File: src/i2cm_pkg.sv
`default_nettype none
// ----------------------------------------------------------------------------
// i2cm_pkg
// Shared types and constants for the I2C master bit sequencer.
// ----------------------------------------------------------------------------
package i2cm_pkg;

   localparam int unsigned QUEUE_DEPTH_DEFAULT = 2;

   // command opcodes on the request channel
   localparam logic [2:0] OP_TICK    = 3'd0;
   localparam logic [2:0] OP_START   = 3'd1;
   localparam logic [2:0] OP_STOP    = 3'd2;
   localparam logic [2:0] OP_WRITE   = 3'd3;
   localparam logic [2:0] OP_READ    = 3'd4;
   localparam logic [2:0] OP_WAITACK = 3'd5;

   // register file
   localparam int unsigned CSR_ADDR_W     = 3;
   localparam int unsigned CSR_DATA_W     = 32;
   localparam logic        REG_ACK_LIMIT  = 1'b0;
   localparam logic [7:0]  ACK_LIMIT_RESET = 8'd250;

   typedef enum logic [5:0] {
      CMD_IDLE    = 6'b000001,
      CMD_START   = 6'b000010,
      CMD_STOP    = 6'b000100,
      CMD_WRITE   = 6'b001000,
      CMD_READ    = 6'b010000,
      CMD_WAITACK = 6'b100000
   } cmd_state_type;

   typedef struct packed {
      logic          is_cmd;
      cmd_state_type cmd;
      logic [7:0]    write_value;
      logic          send_ack;
      logic          sda_sample;
   } item_type;

endpackage
`default_nettype wire

File: src/i2cm_ifs.sv
`default_nettype none
// ----------------------------------------------------------------------------
// i2cm request and response channels
// Valid/ready channels carrying the request and response payloads.
// ----------------------------------------------------------------------------
interface i2cm_req_if;
   logic       valid;
   logic       ready;
   logic [2:0] opcode;
   logic [7:0] write_value;
   logic       send_ack;
   logic       sda_sample;

   modport source (output valid, opcode, write_value, send_ack, sda_sample, input ready);
   modport sink   (input valid, opcode, write_value, send_ack, sda_sample, output ready);
endinterface

interface i2cm_rsp_if;
   logic       valid;
   logic       ready;
   logic       scl_level;
   logic       sda_level;
   logic       sda_drive_enable;
   logic       busy_res;
   logic       done_res;
   logic [7:0] read_value;
   logic       ack_error;

   modport source (output valid, scl_level, sda_level, sda_drive_enable, busy_res,
                   done_res, read_value, ack_error, input ready);
   modport sink   (input valid, scl_level, sda_level, sda_drive_enable, busy_res,
                   done_res, read_value, ack_error, output ready);
endinterface
`default_nettype wire

File: src/i2cm_front.sv
`default_nettype none
// ----------------------------------------------------------------------------
// i2cm_front
// Accepts requests and classifies them as tick or command before queueing.
// ----------------------------------------------------------------------------
module i2cm_front
   import i2cm_pkg::*;
(
   i2cm_req_if.sink  req_if,
   input  wire logic q_ready,
   output logic      q_push,
   output item_type  q_item
);

   assign req_if.ready = q_ready;
   assign q_push       = req_if.valid & q_ready;

   always_comb begin
      q_item.is_cmd      = 1'b1;
      q_item.cmd         = CMD_IDLE;
      q_item.write_value = req_if.write_value;
      q_item.send_ack    = req_if.send_ack;
      q_item.sda_sample  = req_if.sda_sample;
      unique case (req_if.opcode)
         OP_START:   q_item.cmd = CMD_START;
         OP_STOP:    q_item.cmd = CMD_STOP;
         OP_WRITE:   q_item.cmd = CMD_WRITE;
         OP_READ:    q_item.cmd = CMD_READ;
         OP_WAITACK: q_item.cmd = CMD_WAITACK;
         // tick, and the two unused codes that behave as ticks
         default:    q_item.is_cmd = 1'b0;
      endcase
   end

endmodule
`default_nettype wire

File: src/i2cm_queue.sv
`default_nettype none
// ----------------------------------------------------------------------------
// i2cm_queue
// Short FIFO between the request front end and the bus sequencer.
// ----------------------------------------------------------------------------
module i2cm_queue
   import i2cm_pkg::*;
#(
   parameter int unsigned DEPTH = QUEUE_DEPTH_DEFAULT
) (
   input  wire logic     clock,
   input  wire logic     reset,
   input  wire logic     push,
   input  wire item_type push_item,
   output logic          in_ready,
   output logic          out_valid,
   output item_type      out_item,
   input  wire logic     pop
);

   localparam int unsigned PTR_W = $clog2(DEPTH);
   localparam int unsigned CNT_W = $clog2(DEPTH + 1);

   item_type             entry_ff [DEPTH];
   logic [PTR_W-1:0]     wr_ptr_ff, wr_ptr_in;
   logic [PTR_W-1:0]     rd_ptr_ff, rd_ptr_in;
   logic [CNT_W-1:0]     count_ff,  count_in;

   assign in_ready  = (count_ff != CNT_W'(DEPTH));
   assign out_valid = (count_ff != '0);
   assign out_item  = entry_ff[rd_ptr_ff];

   always_comb begin
      wr_ptr_in = wr_ptr_ff;
      rd_ptr_in = rd_ptr_ff;
      count_in  = count_ff;
      if (push) begin
         wr_ptr_in = (wr_ptr_ff == PTR_W'(DEPTH - 1)) ? '0 : wr_ptr_ff + PTR_W'(1);
      end
      if (pop) begin
         rd_ptr_in = (rd_ptr_ff == PTR_W'(DEPTH - 1)) ? '0 : rd_ptr_ff + PTR_W'(1);
      end
      if (push && !pop) begin
         count_in = count_ff + CNT_W'(1);
      end else if (!push && pop) begin
         count_in = count_ff - CNT_W'(1);
      end
   end

   always_ff @(posedge clock) begin
      if (reset) begin
         wr_ptr_ff <= '0;
         rd_ptr_ff <= '0;
         count_ff  <= '0;
      end else begin
         wr_ptr_ff <= wr_ptr_in;
         rd_ptr_ff <= rd_ptr_in;
         count_ff  <= count_in;
      end
   end

   always_ff @(posedge clock) begin
      if (push) begin
         entry_ff[wr_ptr_ff] <= push_item;
      end
   end

endmodule
`default_nettype wire

File: src/i2cm_back.sv
`default_nettype none
// ----------------------------------------------------------------------------
// i2cm_back
// Bus phase sequencer: runs one queued request per cycle while the response
// register is free or being drained, and registers the resulting pin levels and status.
// ----------------------------------------------------------------------------
module i2cm_back
   import i2cm_pkg::*;
(
   input  wire logic  clock,
   input  wire logic  reset,
   input  wire logic [7:0] ack_limit,
   input  wire logic  q_valid,
   input  wire item_type q_item,
   output logic       q_pop,
   i2cm_rsp_if.source rsp_if
);

   cmd_state_type cmd_ff, cmd_in;
   logic [2:0] phase_ff, phase_in;
   logic [2:0] bit_ff, bit_in;
   logic [7:0] shift_ff, shift_in;
   logic [7:0] tcount_ff, tcount_in;
   logic       scl_ff, scl_in;
   logic       sda_ff, sda_in;
   logic       sda_en_ff, sda_en_in;
   logic       ack_flag_ff, ack_flag_in;
   logic       ack_choice_ff, ack_choice_in;
   logic       done;
   logic       read_done;

   logic       rsp_valid_ff;
   logic       rsp_scl_ff, rsp_sda_ff, rsp_sda_en_ff;
   logic       rsp_busy_ff, rsp_done_ff, rsp_err_ff;
   logic [7:0] rsp_read_ff;

   // advance whenever the output register is free or being drained
   assign q_pop = q_valid & (!rsp_valid_ff | rsp_if.ready);

   always_comb begin
      cmd_in        = cmd_ff;
      phase_in      = phase_ff;
      bit_in        = bit_ff;
      shift_in      = shift_ff;
      tcount_in     = tcount_ff;
      scl_in        = scl_ff;
      sda_in        = sda_ff;
      sda_en_in     = sda_en_ff;
      ack_flag_in   = ack_flag_ff;
      ack_choice_in = ack_choice_ff;
      done          = 1'b0;
      read_done     = 1'b0;
      if (q_item.is_cmd) begin
         // commands arriving while busy are dropped
         if (cmd_ff == CMD_IDLE) begin
            cmd_in      = q_item.cmd;
            phase_in    = 3'd0;
            bit_in      = 3'd0;
            tcount_in   = 8'd0;
            ack_flag_in = 1'b0;
            if (q_item.cmd == CMD_WRITE) begin
               shift_in = q_item.write_value;
            end
            if (q_item.cmd == CMD_READ) begin
               shift_in      = 8'd0;
               ack_choice_in = q_item.send_ack;
            end
         end
      end else begin
         unique case (cmd_ff)
            CMD_START: begin
               if (phase_ff == 3'd0) begin
                  sda_en_in = 1'b1;
                  sda_in    = 1'b1;
                  phase_in  = 3'd1;
               end else if (phase_ff == 3'd1) begin
                  scl_in   = 1'b1;
                  phase_in = 3'd2;
               end else begin
                  sda_en_in = 1'b1;
                  sda_in    = 1'b0;
                  cmd_in    = CMD_IDLE;
                  phase_in  = 3'd0;
                  bit_in    = 3'd0;
                  done      = 1'b1;
               end
            end
            CMD_STOP: begin
               if (phase_ff == 3'd0) begin
                  scl_in    = 1'b0;
                  sda_en_in = 1'b1;
                  sda_in    = 1'b0;
                  phase_in  = 3'd1;
               end else if (phase_ff == 3'd1) begin
                  scl_in   = 1'b1;
                  phase_in = 3'd2;
               end else begin
                  sda_en_in = 1'b1;
                  sda_in    = 1'b1;
                  cmd_in    = CMD_IDLE;
                  phase_in  = 3'd0;
                  bit_in    = 3'd0;
                  done      = 1'b1;
               end
            end
            CMD_WRITE: begin
               if (phase_ff == 3'd0) begin
                  scl_in   = 1'b0;
                  phase_in = 3'd1;
               end else if (phase_ff == 3'd1) begin
                  sda_en_in = 1'b1;
                  sda_in    = shift_ff[7];
                  shift_in  = {shift_ff[6:0], 1'b0};
                  phase_in  = 3'd2;
               end else begin
                  scl_in   = 1'b1;
                  phase_in = 3'd0;
                  if (bit_ff == 3'd7) begin
                     cmd_in = CMD_IDLE;
                     bit_in = 3'd0;
                     done   = 1'b1;
                  end else begin
                     bit_in = bit_ff + 3'd1;
                  end
               end
            end
            CMD_READ: begin
               if (phase_ff == 3'd0) begin
                  scl_in    = 1'b0;
                  sda_en_in = 1'b0;
                  phase_in  = 3'd1;
               end else if (phase_ff == 3'd1) begin
                  scl_in   = 1'b1;
                  phase_in = 3'd2;
               end else if (phase_ff == 3'd2) begin
                  shift_in = {shift_ff[6:0], q_item.sda_sample};
                  if (bit_ff == 3'd7) begin
                     phase_in = 3'd3;
                  end else begin
                     phase_in = 3'd0;
                     bit_in   = bit_ff + 3'd1;
                  end
               end else if (phase_ff == 3'd3) begin
                  scl_in   = 1'b0;
                  phase_in = 3'd4;
               end else if (phase_ff == 3'd4) begin
                  sda_en_in = 1'b1;
                  sda_in    = ~ack_choice_ff;
                  phase_in  = 3'd5;
               end else if (phase_ff == 3'd5) begin
                  scl_in   = 1'b1;
                  phase_in = 3'd6;
               end else begin
                  scl_in    = 1'b0;
                  read_done = 1'b1;
                  cmd_in    = CMD_IDLE;
                  phase_in  = 3'd0;
                  bit_in    = 3'd0;
                  done      = 1'b1;
               end
            end
            CMD_WAITACK: begin
               if (phase_ff == 3'd0) begin
                  scl_in    = 1'b0;
                  sda_en_in = 1'b0;
                  phase_in  = 3'd1;
               end else if (phase_ff == 3'd1) begin
                  scl_in    = 1'b1;
                  tcount_in = 8'd0;
                  phase_in  = 3'd2;
               end else if (!q_item.sda_sample) begin
                  scl_in   = 1'b0;
                  cmd_in   = CMD_IDLE;
                  phase_in = 3'd0;
                  bit_in   = 3'd0;
                  done     = 1'b1;
               end else if (tcount_ff >= ack_limit) begin
                  // timed out: flag and hand over to the stop sequence
                  ack_flag_in = 1'b1;
                  cmd_in      = CMD_STOP;
                  phase_in    = 3'd0;
                  bit_in      = 3'd0;
               end else begin
                  tcount_in = tcount_ff + 8'd1;
               end
            end
            CMD_IDLE: begin
               phase_in = 3'd0;
            end
            default: begin
               cmd_in   = CMD_IDLE;
               phase_in = 3'd0;
            end
         endcase
      end
   end

   always_ff @(posedge clock) begin
      if (reset) begin
         cmd_ff        <= CMD_IDLE;
         phase_ff      <= 3'd0;
         bit_ff        <= 3'd0;
         shift_ff      <= 8'd0;
         tcount_ff     <= 8'd0;
         scl_ff        <= 1'b1;
         sda_ff        <= 1'b1;
         sda_en_ff     <= 1'b1;
         ack_flag_ff   <= 1'b0;
         ack_choice_ff <= 1'b0;
      end else if (q_pop) begin
         cmd_ff        <= cmd_in;
         phase_ff      <= phase_in;
         bit_ff        <= bit_in;
         shift_ff      <= shift_in;
         tcount_ff     <= tcount_in;
         scl_ff        <= scl_in;
         sda_ff        <= sda_in;
         sda_en_ff     <= sda_en_in;
         ack_flag_ff   <= ack_flag_in;
         ack_choice_ff <= ack_choice_in;
      end
   end

   always_ff @(posedge clock) begin
      if (reset) begin
         rsp_valid_ff <= 1'b0;
      end else if (q_pop) begin
         rsp_valid_ff <= 1'b1;
      end else if (rsp_if.ready) begin
         rsp_valid_ff <= 1'b0;
      end
   end

   always_ff @(posedge clock) begin
      if (q_pop) begin
         rsp_scl_ff    <= scl_in;
         rsp_sda_ff    <= sda_in;
         rsp_sda_en_ff <= sda_en_in;
         rsp_busy_ff   <= (cmd_in != CMD_IDLE);
         rsp_done_ff   <= done;
         rsp_read_ff   <= read_done ? shift_ff : 8'd0;
         rsp_err_ff    <= (cmd_in == CMD_IDLE) & ack_flag_in;
      end
   end

   assign rsp_if.valid            = rsp_valid_ff;
   assign rsp_if.scl_level        = rsp_scl_ff;
   assign rsp_if.sda_level        = rsp_sda_ff;
   assign rsp_if.sda_drive_enable = rsp_sda_en_ff;
   assign rsp_if.busy_res         = rsp_busy_ff;
   assign rsp_if.done_res         = rsp_done_ff;
   assign rsp_if.read_value       = rsp_read_ff;
   assign rsp_if.ack_error        = rsp_err_ff;

endmodule
`default_nettype wire

File: src/i2c_master_bit_sequencer_unit.sv
`default_nettype none
// ----------------------------------------------------------------------------
// i2c_master_bit_sequencer_unit
// I2C master that steps SCL/SDA one half-period phase per tick request.
// ----------------------------------------------------------------------------
// Usage:
//   req_if carries either a command (start, stop, write byte, read byte,
//   wait for ACK) or a tick with the sampled SDA level. Every request yields
//   exactly one response on rsp_if with the SCL level, SDA level and drive
//   enable, busy/done status, the received byte and the ACK timeout flag.
//   A request passes through the queue and the response register; one
//   request per cycle is sustained while rsp_if.ready stays high.
//   A small queue decouples request intake from the sequencer and keeps
//   accepting requests while a response waits in the response register.
//   When rsp_if.ready is low the response holds, the sequencer stops and
//   the queue fills; req_if.ready drops once the queue is full.
//   The APB port holds the ACK timeout limit at offset 0 (reset 250);
//   write it only while no request is outstanding.
//   Reset puts the bus lines high with SDA driven and the sequencer idle.
// ----------------------------------------------------------------------------
module i2c_master_bit_sequencer_unit
   import i2cm_pkg::*;
#(
   parameter int unsigned QUEUE_DEPTH = QUEUE_DEPTH_DEFAULT
) (
   input  wire logic                  clock,
   input  wire logic                  reset,
   i2cm_req_if.sink                   req_if,
   i2cm_rsp_if.source                 rsp_if,
   input  wire logic                  psel,
   input  wire logic                  penable,
   input  wire logic                  pwrite,
   input  wire logic [CSR_ADDR_W-1:0] paddr,
   input  wire logic [CSR_DATA_W-1:0] pwdata,
   output logic      [CSR_DATA_W-1:0] prdata,
   output logic                       pready
);

   logic [7:0] ack_limit_ff;
   logic       csr_write;
   logic       csr_hit;
   logic       q_ready;
   logic       q_push;
   item_type   q_in_item;
   logic       q_valid;
   item_type   q_out_item;
   logic       q_pop;

   assign pready    = 1'b1;
   assign csr_hit   = (paddr[CSR_ADDR_W-1:2] == REG_ACK_LIMIT);
   assign csr_write = psel & penable & pwrite & csr_hit;
   assign prdata    = csr_hit ? {{(CSR_DATA_W - 8){1'b0}}, ack_limit_ff} : '0;

   always_ff @(posedge clock) begin
      if (reset) begin
         ack_limit_ff <= ACK_LIMIT_RESET;
      end else if (csr_write) begin
         ack_limit_ff <= pwdata[7:0];
      end
   end

   i2cm_front u_front (
      .req_if  (req_if),
      .q_ready (q_ready),
      .q_push  (q_push),
      .q_item  (q_in_item)
   );

   i2cm_queue #(
      .DEPTH (QUEUE_DEPTH)
   ) u_queue (
      .clock     (clock),
      .reset     (reset),
      .push      (q_push),
      .push_item (q_in_item),
      .in_ready  (q_ready),
      .out_valid (q_valid),
      .out_item  (q_out_item),
      .pop       (q_pop)
   );

   i2cm_back u_back (
      .clock     (clock),
      .reset     (reset),
      .ack_limit (ack_limit_ff),
      .q_valid   (q_valid),
      .q_item    (q_out_item),
      .q_pop     (q_pop),
      .rsp_if    (rsp_if)
   );

endmodule
`default_nettype wire

File: src/flat_wrapper.sv
// flat-port wrapper written by rule: the top's interface ports become plain ports
module i2c_master_bit_sequencer_unit_flat import i2cm_pkg::*;
#(
   parameter int unsigned QUEUE_DEPTH = QUEUE_DEPTH_DEFAULT
)
  (clock, reset, psel, penable, pwrite, paddr, pwdata, prdata, pready, req_if_valid, req_if_opcode, req_if_write_value, req_if_send_ack, req_if_sda_sample, req_if_ready, rsp_if_valid, rsp_if_scl_level, rsp_if_sda_level, rsp_if_sda_drive_enable, rsp_if_busy_res, rsp_if_done_res, rsp_if_read_value, rsp_if_ack_error, rsp_if_ready);
  i2cm_req_if req_if_i ();
  i2cm_rsp_if rsp_if_i ();
  input  wire logic clock;
  input  wire logic reset;
  input  wire logic psel;
  input  wire logic penable;
  input  wire logic pwrite;
  input  wire logic [CSR_ADDR_W-1:0] paddr;
  input  wire logic [CSR_DATA_W-1:0] pwdata;
  output logic      [CSR_DATA_W-1:0] prdata;
  output logic pready;
  input wire logic [$bits(req_if_i.valid)-1:0] req_if_valid;
  input wire logic [$bits(req_if_i.opcode)-1:0] req_if_opcode;
  input wire logic [$bits(req_if_i.write_value)-1:0] req_if_write_value;
  input wire logic [$bits(req_if_i.send_ack)-1:0] req_if_send_ack;
  input wire logic [$bits(req_if_i.sda_sample)-1:0] req_if_sda_sample;
  output wire logic [$bits(req_if_i.ready)-1:0] req_if_ready;
  output wire logic [$bits(rsp_if_i.valid)-1:0] rsp_if_valid;
  output wire logic [$bits(rsp_if_i.scl_level)-1:0] rsp_if_scl_level;
  output wire logic [$bits(rsp_if_i.sda_level)-1:0] rsp_if_sda_level;
  output wire logic [$bits(rsp_if_i.sda_drive_enable)-1:0] rsp_if_sda_drive_enable;
  output wire logic [$bits(rsp_if_i.busy_res)-1:0] rsp_if_busy_res;
  output wire logic [$bits(rsp_if_i.done_res)-1:0] rsp_if_done_res;
  output wire logic [$bits(rsp_if_i.read_value)-1:0] rsp_if_read_value;
  output wire logic [$bits(rsp_if_i.ack_error)-1:0] rsp_if_ack_error;
  input wire logic [$bits(rsp_if_i.ready)-1:0] rsp_if_ready;
  assign req_if_i.valid = req_if_valid;
  assign req_if_i.opcode = req_if_opcode;
  assign req_if_i.write_value = req_if_write_value;
  assign req_if_i.send_ack = req_if_send_ack;
  assign req_if_i.sda_sample = req_if_sda_sample;
  assign req_if_ready = req_if_i.ready;
  assign rsp_if_valid = rsp_if_i.valid;
  assign rsp_if_scl_level = rsp_if_i.scl_level;
  assign rsp_if_sda_level = rsp_if_i.sda_level;
  assign rsp_if_sda_drive_enable = rsp_if_i.sda_drive_enable;
  assign rsp_if_busy_res = rsp_if_i.busy_res;
  assign rsp_if_done_res = rsp_if_i.done_res;
  assign rsp_if_read_value = rsp_if_i.read_value;
  assign rsp_if_ack_error = rsp_if_i.ack_error;
  assign rsp_if_i.ready = rsp_if_ready;
  i2c_master_bit_sequencer_unit #(.QUEUE_DEPTH(QUEUE_DEPTH)) u_core (.clock(clock), .reset(reset), .req_if(req_if_i), .rsp_if(rsp_if_i), .psel(psel), .penable(penable), .pwrite(pwrite), .paddr(paddr), .pwdata(pwdata), .prdata(prdata), .pready(pready));
endmodule
File: config.mk
export PLATFORM = sky130hd
export DESIGN_NAME = i2c_master_bit_sequencer_unit_flat
export DESIGN_NICKNAME = d
export VERILOG_FILES = /design/src/i2cm_pkg.sv /design/src/i2cm_ifs.sv /design/src/i2cm_front.sv /design/src/i2cm_queue.sv /design/src/i2cm_back.sv /design/src/i2c_master_bit_sequencer_unit.sv /design/src/flat_wrapper.sv
export SDC_FILE = /design/constraint.sdc
export NUM_CORES = 1
export LEC_CHECK = 0
export ABC_CLOCK_PERIOD_IN_PS = 2270
export BUFFER_PORTS_ARGS = -buffer_cell sky130_fd_sc_hd__buf_2
export CAP_MARGIN = 40
export CELL_PAD_IN_SITES_DETAIL_PLACEMENT = 1
export CELL_PAD_IN_SITES_GLOBAL_PLACEMENT = 1
export CORE_UTILIZATION = 40
export CTS_BUF_LIST = sky130_fd_sc_hd__clkbuf_8
export DETAILED_ROUTE_END_ITERATION = 6
export GPL_TIMING_DRIVEN = 0
export PLACE_DENSITY_LB_ADDON = 0.2
export SLEW_MARGIN = 5
export SYNTH_ARGS = -nofsm -noshare
export SYNTH_HDL_FRONTEND = slang
export SYNTH_SLANG_ARGS = --single-unit
File: constraint.sdc
create_clock -name clock -period 2.27 [get_ports clock]
set_clock_uncertainty 0.15 [all_clocks]
set_input_delay 0.1135 -clock clock [delete_from_list [all_inputs] [get_ports clock]]
set_output_delay 0.1135 -clock clock [all_outputs]
set_load 0.01 [all_outputs]
After elaboration in Yosys (flattened, before gate mapping). Memories as Yosys holds them, arrays and structs flattened. A register that Yosys moved wholly into a read port is not among the register bits. Cells that the tools add are included.

Add/subtract/negate cells: 6. Order comparisons: 1. Equal/unequal tests: 42. Mux-type cells: 145. Bitwise logic cells: 9. Reductions and logical operators: 21.

Operator list (count): 8-bit two-way mux (17); 6-bit two-way mux (17); 3-bit two-way mux (28); 1-bit two-way mux (70); 6-bit case mux with 5 select lines (2); 3-bit by 2-bit inequality test with 1-bit output, second input constant (11); 4-bit by 3-bit inequality test with 1-bit output, second input constant (5); 8-bit case mux with 2 select lines (1); 16-bit AND reduction (1); 3-bit == test, second input constant (5); 3-bit by 2-bit == test with 1-bit output, second input constant (4); 6-bit by 1-bit == test with 1-bit output, second input constant (2); 6-bit by 4-bit == test with 1-bit output, second input constant (2); 6-bit by 5-bit == test with 1-bit output, second input constant (2); 1-bit case mux with 4 select lines (3); 3-bit case mux with 4 select lines (1); 3-bit case mux with 3 select lines (1); 9-bit AND reduction (1); 8-bit by 1-bit adder with 8-bit output, second input constant (1); 8-bit >= comparator (1); 2-bit two-way mux (4); 2-bit nonzero test (4); 1-bit bitwise AND (6); 3-bit by 1-bit == test with 1-bit output, second input constant (2); 26 further kinds (33).

Register bits: 60. Memory bits (writable): 34. Bits of input ports: 55. Output and inout bits: 49. Word-level logic and storage cells: 247. Memories kept: 1.

Memories: u_core.u_queue.entry_ff (words 2, width 17, rd ports 1, clocked after Yosys merged registers in 1, write ports 1, line i2cm_queue.sv:24) `item_type entry_ff [DEPTH];`.

Depth between registers and ports, before layout. Gate-level depths: netlist (run 1).

Word-level depth: 11. Depth in mapped cells: 8. Mapped depth without buffers: 8.

Hierarchy. A second synthesis (run 1) with hierarchy kept.

Cell total of the unflattened synthesis: 539. Area, all modules: 5351.4 um2.

By module, submodules not included: i2cm_back (times used 1, cells each 374, area an instance 3160.5 um2, sequential area each 1101.1 um2); i2cm_queue (times used 1, cells each 75, area an instance 1436.4 um2, sequential area each 1121.1 um2); i2c_master_bit_sequencer_unit (times used 1, cells each 70, area an instance 600.6 um2, sequential area each 160.2 um2); i2cm_front (times used 1, cells each 20, area an instance 153.9 um2, sequential area each 0.0 um2).

Least setup slack after synthesis (run 1). OpenSTA, ideal clock, no wires.

Kind: register -> register. Start: reg u_core.u_back.tcount_ff[0]. End: reg u_core.u_back.tcount_ff[4]. Library setup time: 128 ps. Data arrival time: 2165 ps. Required time: 1992 ps. Path slack: -173 ps. Stages on the path, launching flop included: 9. Buffers on the path: 0. Clock period less this slack: 2443 ps. Cell sequence: dfxtp_1 > inv_1 > ha_1 > nand2b_1 > a2111oi_1 > o311ai_2 > a2111oi_1 > xnor2_1 > nor2_1.

Word-level cells in the longest chain between the ends: 7. Elaborated cells on any way between the ends: 10. Classes of those cells: add/sub: 1; order compare: 1; eq/ne: 1; mux: 6; reduce/logical: 1.

RTL lines: from (decl) (line i2cm_back.sv:23) `logic [7:0] tcount_ff, tcount_in;`; from (signal assigned) (line i2cm_back.sv:215) `tcount_ff <= tcount_in;`; 8-bit by 1-bit adder with 8-bit output (line i2cm_back.sv:184) `tcount_in = tcount_ff + 8'd1;`; 8-bit two-way mux (line i2cm_back.sv:177) `end else if (tcount_ff >= ack_limit) begin`; 8-bit two-way mux (line i2cm_back.sv:171) `end else if (!q_item.sda_sample) begin`; 8-bit two-way mux (line i2cm_back.sv:167) `end else if (phase_ff == 3'd1) begin`; 8-bit two-way mux (line i2cm_back.sv:163) `if (phase_ff == 3'd0) begin`; 8-bit two-way mux (line i2cm_back.sv:70) `unique case (cmd_ff)`; 8-bit two-way mux (line i2cm_back.sv:53) `if (q_item.is_cmd) begin`.

Parallel ways exist; a longest one is shown, timed or not. The select of a mux whose other input is x is not followed. A chain may end at the register's enable or synchronous reset.

Worst setup path in the final report (run 1).
Start: reg u_core.u_back.tcount_ff[0]. End: reg u_core.u_back.phase_ff[2].

Word-level cells in the longest chain between the ends: 3.

RTL lines: 8-bit >= comparator (line i2cm_back.sv:177); 6-bit by 5-bit inequality test with 1-bit output (no line); 3-bit AND reduction (no line); to (signal assigned) (line i2cm_back.sv:212) `phase_ff <= phase_in;`; to (decl) (line i2cm_back.sv:20) `logic [2:0] phase_ff, phase_in;`.

Every way passes these cells.

==> metrics.md, run 1 <==
| Metric | Value |
|---|---|
| Status | `complete, but fails checks` |
| Failing checks | `negative setup slack` |
| Total congestion overflow | `0` |
| CTS H-tree depth | `3` |
| Data required, critical path | `2.44 ns` |
| Global-route wire length before repair | `24960 um` |
| # fillers | `1414` |
| Area leader, netlist | `edfxtp_1` |
| Switch Pwr | `2.828 mW` |
| Count of buffers from port buffering | `50` |
| Layout area overhead | `34.48%` |
| Layout cells sized above 1 | `33.33%` |
| R2R Path End | `u_core.u_back.phase_ff[2]$_SDFFE_PP0P_` |
| Final Hold Viols | `0` |
| Die Wd | `116.3 um` |
| Area of the mapped netlist | `5225 um^2` |
| Register Area | `2402 um^2` |
| Clk_lat worst skew | `0.39 ns` |
| Worst setup margin | `-0.1173 ns` |
| Final count of negative-setup-slack endpoints | `13` |
| Syn avg cell area | `9.712 um^2` |
| Synth Flop Type | `edfxtp_1` |
| Count leader, synth | `edfxtp_1` |
| Post-synthesis simple-gate area fraction | `19.25%` |
| Combinational Power Share | `48.8%` |
| Largest net degree at the start of global routing | `18` |
| Vias in the first global route | `4628` |
| Critical hold path startpoint | `req_if_valid` |
| Gr usage total | `24.60%` |
| Max-slew violations | `0` |
| Static Leakage | `2.786 nW` |
| Worst slew margin | `46.55%` |
| CTS tree | `done` |
| GPL Wtd Cong | `0.9103` |
| Clk network pwr share | `17.0%` |
| Final setup TNS | `-1.032 ns` |
| DR WL/cell | `19.25 um` |
| VDD IR max | `606.1 uV` |
| Synth top cells by count | `edfxtp_1 (48), dfxtp_1 (47), nor2_1 (46)` |
| Die height | `116.3 um` |
| Worst-path clk slew | `0.09 ns` |
| Setup crit end kind | `flip-flop` |
| Final ANT Viol Nets | `0` |
| Max-Cap Viols | `0` |
| Number of synthesized flops with an enable pin | `48` |
| Post-Synth Adder-Cell Area | `2.874%` |
| Startpoint types | `flip-flop` |
| Critical path arrival | `2.56 ns` |
| Mapped Cells | `538` |
| Compound-Gate Fraction of Synth Area | `16.69%` |
| Clock buffer depth | `2` |
| Seq pwr share | `34.2%` |
| Avg Vias per Cell | `5.530` |
| Routed Wire Length | `16310 um` |
| Top post-synthesis cells by area | `edfxtp_1 (28%), dfxtp_1 (18%), mux2i_1 (4.6%)` |
| Multiplexer share of the synthesized area | `6.106%` |
| Sequential element share of the synthesized area | `45.59%` |
| Top-Level Pins | `104` |
| Cell Pwr Density | `986.6 nW/um^2` |
| Worst hold path class | `in2reg` |
| Area of the multi-input gates | `3029 um^2` |
| Largest family of logic cells by synthesized area | `simple AND/OR/NAND/NOR gates` |
| Worst-margin pin slew | `0.8017 ns` |
| Nets | `737` |
| Initial Utilization | `41.24%` |
| Crit path time final | `2.387 ns` |
| Diodes inserted | `0` |
| First-pass iteration count of the detailed router | `4` |
| YS warnings | `0` |
| Cell Int Power | `4.105 mW` |
| CTS root buf | `clkbuf_8` |
| Sw frac | `40.79%` |
| Hold Worst Slack | `0.01808 ns` |
| DRC | `0` |
| Share of the synthesized area in the top cell type | `27.59%` |
| Core area | `12670 um^2` |
| RSZ-0062 raised after global routing | `true` |
| Hpwl dp | `10760 um` |
| Die area | `13520 um^2` |
| Initial DRC Count | `259` |
| Post-synthesis xor/xnor area fraction | `2.347%` |
| Worst hold endpoint | `u_core.u_queue.wr_ptr_ff$_SDFFE_PP0P_` |
| WHS Path Cells | `4` |
| Worst reg2reg setup slack | `-0.12 ns` |
| Async SR Flop Fraction | `0%` |
| Clock sink count | `95` |
| Register bit total from synthesis | `95` |
| Synth unique cells | `73` |
| Origin of the critical flop-to-flop path | `u_core.u_back.tcount_ff[0]$_SDFFE_PP0P_` |
| Worst Path Max Fanout | `6` |
| Via count | `4684` |
| Max Clock Freq | `418.9 MHz` |
| Initial antenna violation count | `0` |
| Num rows | `41` |
| Num CTS Buffers | `9` |
| CP Class | `reg2reg` |
| Worst R2R Path Depth | `9` |
| Final worst path period share | `105.2%` |
## flip-flops by register name, summed over array words and instances, names as in the netlist, 2 cells and up, named ones only
name                             cells
u_core.u_back.bit_ff                 3
u_core.u_back.cmd_ff                 6
u_core.u_queue.count_ff              2
u_core.u_back.phase_ff               3
u_core.u_back.rsp_if.read_value      8
u_core.u_back.shift_ff               8
u_core.u_queue.entry_ff             34
u_core.ack_limit_ff                  8
u_core.u_back.tcount_ff              8
## worst max-delay path, cell delays in order, from the launching register on
cell       delay [ns]
dfxtp_2          0.36
inv_2            0.06
ha_4             0.26
nand2b_4         0.12
a2111oi_4        0.08
o311ai_4         0.40
buf_12           0.18
o21ai_4          0.08
or4_4            0.50
a21oi_2          0.13
## cell usage in the layout (no fill, tap or decap), types with 5 or more instances in the layout
master | synthesis | layout
a21oi_1 | 29 | 23
and2_1 | 10 | 9
and3_1 | 7 | 5
buf_2 | 7 | 52
buf_4 | 25 | 47
buf_6 | 0 | 7
clkbuf_1 | 19 | 7
clkbuf_2 | 0 | 5
clkbuf_8 | 0 | 11
conb_1 | 2 | 25
dfxtp_1 | 47 | 37
dfxtp_2 | 0 | 7
dlygate4sd3_1 | 0 | 25
edfxtp_1 | 48 | 48
ha_1 | 12 | 6
ha_4 | 0 | 5
inv_1 | 15 | 14
mux2i_1 | 24 | 22
nand2_1 | 44 | 41
nand2b_1 | 7 | 6
nand3_1 | 9 | 8
nand4_1 | 11 | 11
nor2_1 | 46 | 42
nor2b_1 | 7 | 6
nor3_1 | 9 | 8
o211ai_1 | 10 | 10
o21ai_0 | 32 | 28
o21ai_4 | 0 | 5
xnor2_1 | 9 | 8
## per-stage QoR
| step | instances | cell area [um^2] | power, mW | setup slack [ns] | util (%) |
|---|---|---|---|---|---|
| CTS | 838 | 6725 | 6.613 | -0.1230 | 53.08 |
| floorplan | 561 | 5360 | 4.060 | 0.01101 | - |
| global route | 847 | 7027 | 7.299 | -0.2161 | 55.46 |
| global placement | 783 | 5826 | 4.756 | -0.6117 | 45.98 |
| detailed placement | 784 | 5856 | 4.920 | -0.7014 | 46.21 |
| finish | 847 | 7027 | 6.933 | -0.1173 | 55.46 |
## power groups by stage
| stage | combinational, mW | clock (mW) | sequential, mW |
|---|---|---|---|
| after global placement | 2.41 | 0 | 2.34 |
| after global routing | 3.63 | 1.27 | 2.40 |
| after floorplan | 1.70 | 0 | 2.36 |
| after CTS | 3.05 | 1.20 | 2.36 |
| final | 3.39 | 1.18 | 2.37 |
| after detailed placement | 2.57 | 0 | 2.35 |
## worst max-delay path by stage
stage | depth (start not counted) | slack (ns) | from | to
floorplan | 7 | 0.01 | u_core.ack_limit_ff[6]$_SDFFE_PP1P_ | u_core.u_back.phase_ff[2]$_SDFFE_PP0P_
global placement | 6 | -0.61 | u_core.u_queue.count_ff[1]$_SDFFE_PP0P_ | u_core.u_queue.count_ff[1]$_SDFFE_PP0P_
detailed placement | 6 | -0.70 | u_core.u_queue.count_ff[0]$_SDFFE_PP0P_ | u_core.u_queue.count_ff[1]$_SDFFE_PP0P_
global route | 6 | -0.22 | u_core.u_back.phase_ff[2]$_SDFFE_PP0P_ | u_core.u_back.tcount_ff[7]$_SDFFE_PP0P_
CTS | 9 | -0.12 | u_core.u_back.tcount_ff[0]$_SDFFE_PP0P_ | u_core.u_back.tcount_ff[2]$_SDFFE_PP0P_
finish | 9 | -0.12 | u_core.u_back.tcount_ff[0]$_SDFFE_PP0P_ | u_core.u_back.phase_ff[2]$_SDFFE_PP0P_
## logic make-up after synthesis
logic type,Yosys count
and+or+nand+nor,187
xor gates and xnor gates,14
adders and majority gates,12
muxes,31
other,2
buffers and inverters,70
DFF,95
AOI/OAI and AO/OA,127
## per-layer routing
metal	up-vias	GRT usage, %	routed length [um]
li1	2206	-	-
met1	2314	32.72	7264
met2	134	40.28	8012
met3	30	3.529	712
met4	0	9.829	316
met5	-	0	0
## layout make-up
cell class	count	area share [%]
Inverter	16	0.8547
Tap cell	172	3.063
Timing Repair Buffer	101	10.52
Buffer	51	5.467
Clock inverter	6	0.8369
Sequential cell	95	34.19
Clock buffer	10	1.959
Multi-Input combinational cell	396	43.11
## what timing repair did
item,4_1_cts,5_1_grt
hold buffers,25,0
buffers inserted,15,9
endpoints found under the hold margin,37,0
gates resized for setup,72,61
pin swaps,18,20
endpoints found under the setup margin,38,34
Note: power is estimated with default switching activity, not from simulation.
==> run 2, diff against run 1 <==
--- a/config.mk
+++ b/config.mk
@@ -5,12 +5,12 @@
 export SDC_FILE = /design/constraint.sdc
 export NUM_CORES = 1
 export LEC_CHECK = 0
-export ABC_CLOCK_PERIOD_IN_PS = 2270
-export BUFFER_PORTS_ARGS = -buffer_cell sky130_fd_sc_hd__buf_2
+export ABC_CLOCK_PERIOD_IN_PS = 2600
+export BUFFER_PORTS_ARGS = -buffer_cell sky130_fd_sc_hd__clkbuf_2
 export CAP_MARGIN = 40
 export CELL_PAD_IN_SITES_DETAIL_PLACEMENT = 1
 export CELL_PAD_IN_SITES_GLOBAL_PLACEMENT = 1
-export CORE_UTILIZATION = 40
+export CORE_UTILIZATION = 44
 export CTS_BUF_LIST = sky130_fd_sc_hd__clkbuf_8
 export DETAILED_ROUTE_END_ITERATION = 6
 export GPL_TIMING_DRIVEN = 0
==> constraint.sdc (replaced) <==
create_clock -name clock -period 2.6 [get_ports clock]
set_clock_uncertainty 0.15 [all_clocks]
set_input_delay 0.13 -clock clock [delete_from_list [all_inputs] [get_ports clock]]
set_output_delay 0.13 -clock clock [all_outputs]
set_load 0.01 [all_outputs]
==> run 2 against run 1 <==
- sequential power fell by 15%
- combinational power fell by 32%
- hold slack improved by 0.079 ns
- the flow finishes with violations (design-rule violations)
- die area fell by 8.9%
- utilization fell by 0.36 points
- design area fell by 9.7%
- count of clock-buffer cells in the layout fell by 1
==> metrics.md, run 2 (same netlist as run 1, synthesis figures left out) <==
| Metric | Value |
|---|---|
| Status | `complete, but fails checks (unchanged)` |
| Failing checks | `design-rule violations (was negative setup slack)` |
| DRC | `10 (was 0)` |
| Initial DRC Count | `267 (was 259)` |
| Worst Path Max Fanout | `10 (was 6)` |
| Design Area, Final | `6345 um^2 (was 7027 um^2)` |
| Nets | `718 (was 737)` |
| First-pass iteration count of the detailed router | `7 (was 4)` |
| Static Leakage | `2.611 nW (was 2.786 nW)` |
| Clk_lat worst skew | `0.40 ns (was 0.39 ns)` |
| Initial Utilization | `45.37% (was 41.24%)` |
| Avg Vias per Cell | `5.696 (was 5.530)` |
| Slowest Stage Delay on Critical Path | `0.63 ns (was 0.50 ns)` |
| Worst setup endpoint | `u_core.u_back.bit_ff[0]$_SDFFE_PP0P_ (was u_core.u_back.phase_ff[2]$_SDFFE_PP0P_)` |
| R2R Path End | `u_core.u_back.bit_ff[0]$_SDFFE_PP0P_ (was u_core.u_back.phase_ff[2]$_SDFFE_PP0P_)` |
| Hpwl dp | `10710 um (was 10760 um)` |
| Num rows | `39 (was 41)` |
| Number of flip-flops in the largest register | `34 (unchanged)` |
| Diodes inserted | `0 (unchanged)` |
| Critical path arrival | `2.68 ns (was 2.56 ns)` |
| Crit path time final | `2.543 ns (was 2.387 ns)` |
| Most frequent cells in the layout | `clkbuf_2 (56), edfxtp_1 (48), dfxtp_1 (46) (was buf_2 (52), edfxtp_1 (48), buf_4 (47))` |
| Final Hold Viols | `0 (unchanged)` |
| Num CTS Buffers | `9 (unchanged)` |
| Vias in the first global route | `4619 (was 4628)` |
| Crit. path cell count | `7 (was 9)` |
| Routed Wire Length | `15040 um (was 16310 um)` |
| DR WL/cell | `18.82 um (was 19.25 um)` |
| CTS H-tree depth | `3 (unchanged)` |
| Final ANT Viol Nets | `0 (unchanged)` |
| Worst-path clk slew | `0.10 ns (was 0.09 ns)` |
| RSZ-0062 raised after global routing | `true (unchanged)` |
| Die area | `12310 um^2 (was 13520 um^2)` |
| Global-route wire length before repair | `24210 um (was 24960 um)` |
| Largest net degree at the start of global routing | `22 (was 18)` |
| Via count | `4551 (was 4684)` |
| Final count of negative-setup-slack endpoints | `0 (was 13)` |
| CP Class | `reg2reg (unchanged)` |
| Crit-path leading delay family | `simple AND/OR/NAND/NOR gates (was compound AO/OA/AOI/OAI gates)` |
| CTS tree | `done (unchanged)` |
| Worst slew margin | `48.20% (was 46.55%)` |
| Die height | `111.0 um (was 116.3 um)` |
| Max-slew violations | `0 (unchanged)` |
| Clock sink count | `95 (unchanged)` |
| Cells along the critical path | `buf_2, or4_1, nor4b_2, nor4_2, o31ai_1, a221o_1, mux2_1 (was inv_2, ha_4, nand2b_4, a2111oi_4, o311ai_4, buf_12, o21ai_4, or4_4, a21oi_2)` |
| Largest Register | `u_core.u_queue.entry_ff (unchanged)` |
| VDD IR max | `509.5 uV (was 606.1 uV)` |
| Setup crit start | `u_core.u_back.cmd_ff[5]$_SDFFE_PP0P_ (was u_core.u_back.tcount_ff[0]$_SDFFE_PP0P_)` |
| Layout area overhead | `21.43% (was 34.48%)` |
| Clock buffer depth | `2 (unchanged)` |
| Initial antenna violation count | `0 (unchanged)` |
| Total congestion overflow | `0 (unchanged)` |
| Worst R2R Path Depth | `7 (was 9)` |
| Cell Pwr Density | `846.8 nW/um^2 (was 986.6 nW/um^2)` |
| Max Clock Freq | `393.3 MHz (was 418.9 MHz)` |
| Worst reg2reg setup slack | `0.06 ns (was -0.12 ns)` |
| Gr usage total | `25.43% (was 24.60%)` |
| Post-DP Area | `5753 um^2 (was 5856 um^2)` |
| Count of buffers from port buffering | `50 (unchanged)` |
| GPL Wtd Cong | `0.9160 (was 0.9103)` |
| Layout cells sized above 1 | `22.41% (was 33.33%)` |
| Startpoint types | `flip-flop (unchanged)` |
| Final worst path period share | `97.79% (was 105.2%)` |
| Top-Level Pins | `104 (unchanged)` |
| Worst-margin pin slew | `0.7769 ns (was 0.8017 ns)` |
| Hold Worst Slack | `0.09695 ns (was 0.01808 ns)` |
| Origin of the critical flop-to-flop path | `u_core.u_back.cmd_ff[5]$_SDFFE_PP0P_ (was u_core.u_back.tcount_ff[0]$_SDFFE_PP0P_)` |
| Data required, critical path | `2.74 ns (was 2.44 ns)` |
| CP Buf/Inv Count | `1 (was 2)` |
| Setup crit end kind | `flip-flop (unchanged)` |
| # fillers | `1336 (was 1414)` |
| Commonest non-fill, non-tap cell in the layout | `clkbuf_2 (was buf_2)` |
| Critical-path top delay cell | `or4_1 (was or4_4)` |
| Die Wd | `111.0 um (was 116.3 um)` |
| Worst hold path class | `in2reg (unchanged)` |
| Max-Cap Viols | `0 (unchanged)` |
| CTS root buf | `clkbuf_8 (unchanged)` |
| Core area | `11520 um^2 (was 12670 um^2)` |
run 2: cell count changes in the layout (fill, tap and decap cells not counted), moves of 5 or more:
cell / previous run / this run
a21oi_1: 23 / 28
buf_4: 47 / 29
dfxtp_1: 37 / 46
buf_2: 52 / 8
clkbuf_2: 5 / 56
clkbuf_1: 7 / 12
ha_1: 6 / 12
buf_6: 7 / 0
dfxtp_2: 7 / 1
ha_4: 5 / 0
run 2: tightest hold or removal path, stage by stage:
cell and delay [ns]:
clkbuf_1 0.21, nor2b_1 0.15, mux2_1 0.12
run 2: area by class of cell:
| class | count | area [um^2] | share of cell area (%) |
|---|---|---|---|
| clock buffer | 9 | 123.9 | 1.952 |
| multi-input combinational | 396 | 2669 | 42.06 |
| buffer | 53 | 312.8 | 4.930 |
| timing repair buffer | 80 | 538.0 | 8.480 |
| sequential | 95 | 2384 | 37.57 |
| inverter | 16 | 61.31 | 0.9663 |
| clock inverter | 7 | 77.57 | 1.223 |
| tap | 143 | 178.9 | 2.820 |
run 2: worst min path at each step:
stage | start | end | slack (ns) | cells past startpoint
after floorplan | req_if_sda_sample | u_core.u_queue.entry_ff[0][0]$_DFFE_PP_ | 0.08 | 0
after global placement | req_if_write_value[7] | u_core.u_queue.entry_ff[1][9]$_DFFE_PP_ | 0.17 | 1
after detailed placement | req_if_write_value[6] | u_core.u_queue.entry_ff[0][8]$_DFFE_PP_ | 0.17 | 1
after CTS | reset | u_core.u_back.bit_ff[2]$_SDFFE_PP0P_ | 0.09 | 3
after global routing | reset | u_core.u_back.phase_ff[1]$_SDFFE_PP0P_ | 0.13 | 2
final | reset | u_core.u_back.bit_ff[2]$_SDFFE_PP0P_ | 0.1 | 3
run 2: layer usage:
layer	share of wire, %	GRT usage, %	up-vias	wire length (um)
li1	-	-	2172	-
met2	49	42.60	121	7296
met1	45	32.30	2220	6714
met4	2.7	10.41	0	413
met5	0	0	-	0
met3	4.1	4.647	38	616
run 2: repair_timing:
action,4_1_cts,5_1_grt
hold buffers,26,0
endpoints found under the setup margin,26,24
pin swaps,1,4
resized for setup,14,19
buffers inserted,1,1
endpoints found under the hold margin,36,0
run 2: through the flow:
stage | worst slack [ns] | power, mW | utilization (%) | cells | setup TNS [ns]
final | 0.05734 | 5.373 | 55.10 | 799 | 0
after global routing | -0.05819 | 5.658 | 55.10 | 799 | -0.2224
after CTS | -0.03092 | 5.282 | 54.55 | 799 | -0.1393
after detailed placement | -0.4895 | 4.164 | 49.96 | 756 | -2.460
after global placement | -0.4728 | 4.090 | 49.85 | 754 | -2.348
after floorplan | 0.1567 | 3.516 | - | 561 | 0
run 2: where the power goes:
group          switching, mW  internal, mW
Sequential             0.143          1.88
Clock                  0.592         0.459
Combinational           1.48         0.822
==> run 3, diff against run 2 <==
--- a/config.mk
+++ b/config.mk
@@ -10,7 +10,7 @@
 export CAP_MARGIN = 40
 export CELL_PAD_IN_SITES_DETAIL_PLACEMENT = 1
 export CELL_PAD_IN_SITES_GLOBAL_PLACEMENT = 1
-export CORE_UTILIZATION = 44
+export CORE_UTILIZATION = 40
 export CTS_BUF_LIST = sky130_fd_sc_hd__clkbuf_8
 export DETAILED_ROUTE_END_ITERATION = 6
 export GPL_TIMING_DRIVEN = 0
==> run 3 against run 2 <==
- critical path depth rose by 1
- critical path type unchanged
- first-iteration DRC count did not move
- the run ends with negative setup slack left
- largest power group unchanged
- global-route usage fell by 1.5 points
- register-to-register slack got worse by 0.06 ns
- utilization fell by 3.1 points
==> metrics.md, run 3 (same netlist as run 1, synthesis figures left out) <==
| Metric | Value |
|---|---|
| Status | `complete, but fails checks (unchanged)` |
| Failing checks | `negative setup slack (was design-rule violations)` |
| Initial DRC Count | `267 (unchanged)` |
| Clk_lat worst skew | `0.39 ns (was 0.40 ns)` |
| Final Hold Viols | `0 (unchanged)` |
| Number of flip-flops in the largest register | `34 (unchanged)` |
| Slowest Stage Delay on Critical Path | `0.37 ns (was 0.63 ns)` |
| Worst slew margin | `49.16% (was 48.20%)` |
| CTS H-tree depth | `3 (unchanged)` |
| WHS Path Cells | `2 (was 3)` |
| Crit path time final | `2.604 ns (was 2.543 ns)` |
| Total congestion overflow | `0 (unchanged)` |
| Hold Worst Slack | `0.07304 ns (was 0.09695 ns)` |
| Commonest non-fill, non-tap cell in the layout | `clkbuf_2 (unchanged)` |
| Vias in the first global route | `4561 (was 4619)` |
| Design Area, Final | `6591 um^2 (was 6345 um^2)` |
| Via count | `4560 (was 4551)` |
| Worst-path clk slew | `0.11 ns (was 0.10 ns)` |
| Avg Vias per Cell | `5.448 (was 5.696)` |
| Startpoint types | `flip-flop (unchanged)` |
| Fin cells | `837 (was 799)` |
| Worst setup margin | `-0.004455 ns (was 0.05734 ns)` |
| Initial antenna violation count | `0 (unchanged)` |
| Initial Utilization | `41.24% (was 45.37%)` |
| Placement Setup Slack | `-0.4417 ns (was -0.4895 ns)` |
| Max-slew violations | `0 (unchanged)` |
| Count of buffers from port buffering | `50 (unchanged)` |
| Worst R2R Path Depth | `8 (was 7)` |
| Layout cells sized above 1 | `25.11% (was 22.41%)` |
| Num rows | `41 (was 39)` |
| Clock buffer depth | `2 (unchanged)` |
| Hpwl dp | `10980 um (was 10710 um)` |
| Data required, critical path | `2.74 ns (about the same)` |
| Num CTS Buffers | `9 (unchanged)` |
| Cell Pwr Density | `860.9 nW/um^2 (was 846.8 nW/um^2)` |
| Final worst path period share | `100.2% (was 97.79%)` |
| DRC | `0 (was 10)` |
| GPL Wtd Cong | `0.8764 (was 0.9160)` |
| Post-DP Area | `5812 um^2 (was 5753 um^2)` |
| Max-Cap Viols | `0 (unchanged)` |
| CTS tree | `done (unchanged)` |
| Worst reg2reg setup slack | `-0.004 ns (was 0.06 ns)` |
| Cells along the critical path | `buf_2, mux2i_2, buf_4, a31oi_1, nor4_2, o31ai_1, a221o_1, mux2_1 (was buf_2, or4_1, nor4b_2, nor4_2, o31ai_1, a221o_1, mux2_1)` |
| Clock sink count | `95 (unchanged)` |
| Die height | `116.3 um (was 111.0 um)` |
| CP Class | `reg2reg (unchanged)` |
| Global-route wire length before repair | `24160 um (was 24210 um)` |
| Gr usage total | `23.90% (was 25.43%)` |
| VDD IR max | `615.0 uV (was 509.5 uV)` |
| Worst-margin pin slew | `0.7627 ns (was 0.7769 ns)` |
| Max Clock Freq | `384.0 MHz (was 393.3 MHz)` |
| Final ANT Viol Nets | `0 (unchanged)` |
| RSZ-0062 raised after global routing | `true (unchanged)` |
| Setup crit end kind | `flip-flop (unchanged)` |
| Diodes inserted | `0 (unchanged)` |
| Die area | `13520 um^2 (was 12310 um^2)` |
| CTS root buf | `clkbuf_8 (unchanged)` |
| Most frequent cells in the layout | `clkbuf_2 (52), edfxtp_1 (48), nor2_1 (44) (was clkbuf_2 (56), edfxtp_1 (48), dfxtp_1 (46))` |
| R2R Path End | `u_core.u_back.bit_ff[0]$_SDFFE_PP0P_ (unchanged)` |
| Die Wd | `116.3 um (was 111.0 um)` |
| Largest Register | `u_core.u_queue.entry_ff (unchanged)` |
| Worst Path Max Fanout | `10 (unchanged)` |
| Worst setup endpoint | `u_core.u_back.bit_ff[0]$_SDFFE_PP0P_ (unchanged)` |
| Static Leakage | `2.689 nW (was 2.611 nW)` |
| Core area | `12670 um^2 (was 11520 um^2)` |
| DR WL/cell | `18.66 um (was 18.82 um)` |
| Layout area overhead | `26.15% (was 21.43%)` |
| Total Power | `5.674 mW (was 5.373 mW)` |
| Critical-path top delay cell | `a221o_1 (was or4_1)` |
| Top-Level Pins | `104 (unchanged)` |
| Final setup TNS | `-0.004455 ns (was 0 ns)` |
| Largest net degree at the start of global routing | `18 (was 22)` |
| Nets | `727 (was 718)` |
| Final count of negative-setup-slack endpoints | `1 (was 0)` |
| Routed Wire Length | `15620 um (was 15040 um)` |
| Placed instance count | `785 (was 756)` |
| First-pass iteration count of the detailed router | `5 (was 7)` |
| Critical path arrival | `2.74 ns (was 2.68 ns)` |
| Worst hold path class | `in2reg (unchanged)` |
| Finished Core Util | `52.02% (was 55.10%)` |
run 3: metal layers:
layer | up-vias | global-route usage (%) | part of all wire, %
met2 | 138 | 41.66 | 50
met4 | 0 | 9.316 | 2.0
met3 | 24 | 4.359 | 4.3
met5 | - | 0 | 0
li1 | 2183 | - | -
met1 | 2215 | 29.20 | 44
run 3: final cells by class:
cell class	count	area (um^2)
multi-input cells	396	2750
clock inverters	6	97.59
repair buffers	88	620.6
plain buffers	54	320.3
clock buffers	10	137.6
inverters	16	60.06
fillers	1439	6080
well taps	172	215.2
flip-flops and latches	95	2390
run 3: worst min-delay path by stage:
| stage | from | endpoint | slack, ns |
|---|---|---|---|
| global placement | req_if_write_value[5] | u_core.u_queue.entry_ff[1][7]$_DFFE_PP_ | 0.17 |
| CTS | reset | u_core.u_back.phase_ff[1]$_SDFFE_PP0P_ | 0.04 |
| global route | reset | u_core.u_back.phase_ff[1]$_SDFFE_PP0P_ | 0.1 |
| floorplan | req_if_sda_sample | u_core.u_queue.entry_ff[0][0]$_DFFE_PP_ | 0.08 |
| detailed placement | req_if_write_value[6] | u_core.u_queue.entry_ff[1][8]$_DFFE_PP_ | 0.17 |
| finish | reset | u_core.u_back.phase_ff[1]$_SDFFE_PP0P_ | 0.07 |
run 3: timing repair:
action                                 in CTS  in global routing
hold buffers                               26                  0
resized for setup                          16                 32
endpoints found under the hold margin      36                  0
gates cloned                                0                  0
setup endpoints to repair                  29                 25
pin swaps                                   5                  7
setup buffers                               4                  6
run 3: worst max-delay path, delay by kind of cell, from the launching register on:
kind / cells / cell delay [ns]
and+or+nand+nor: 1 / 0.32
AOI/OAI and AO/OA: 3 / 0.61
DFF: 1 / 0.32
muxes: 2 / 0.65
buffers and inverters: 2 / 0.44
run 3: power by group:
group          internal [mW]  leakage (nW)  switching (mW)
Sequential              1.88         0.831           0.148
Combinational          0.915          1.74            1.54
Clock                  0.584         0.119           0.604
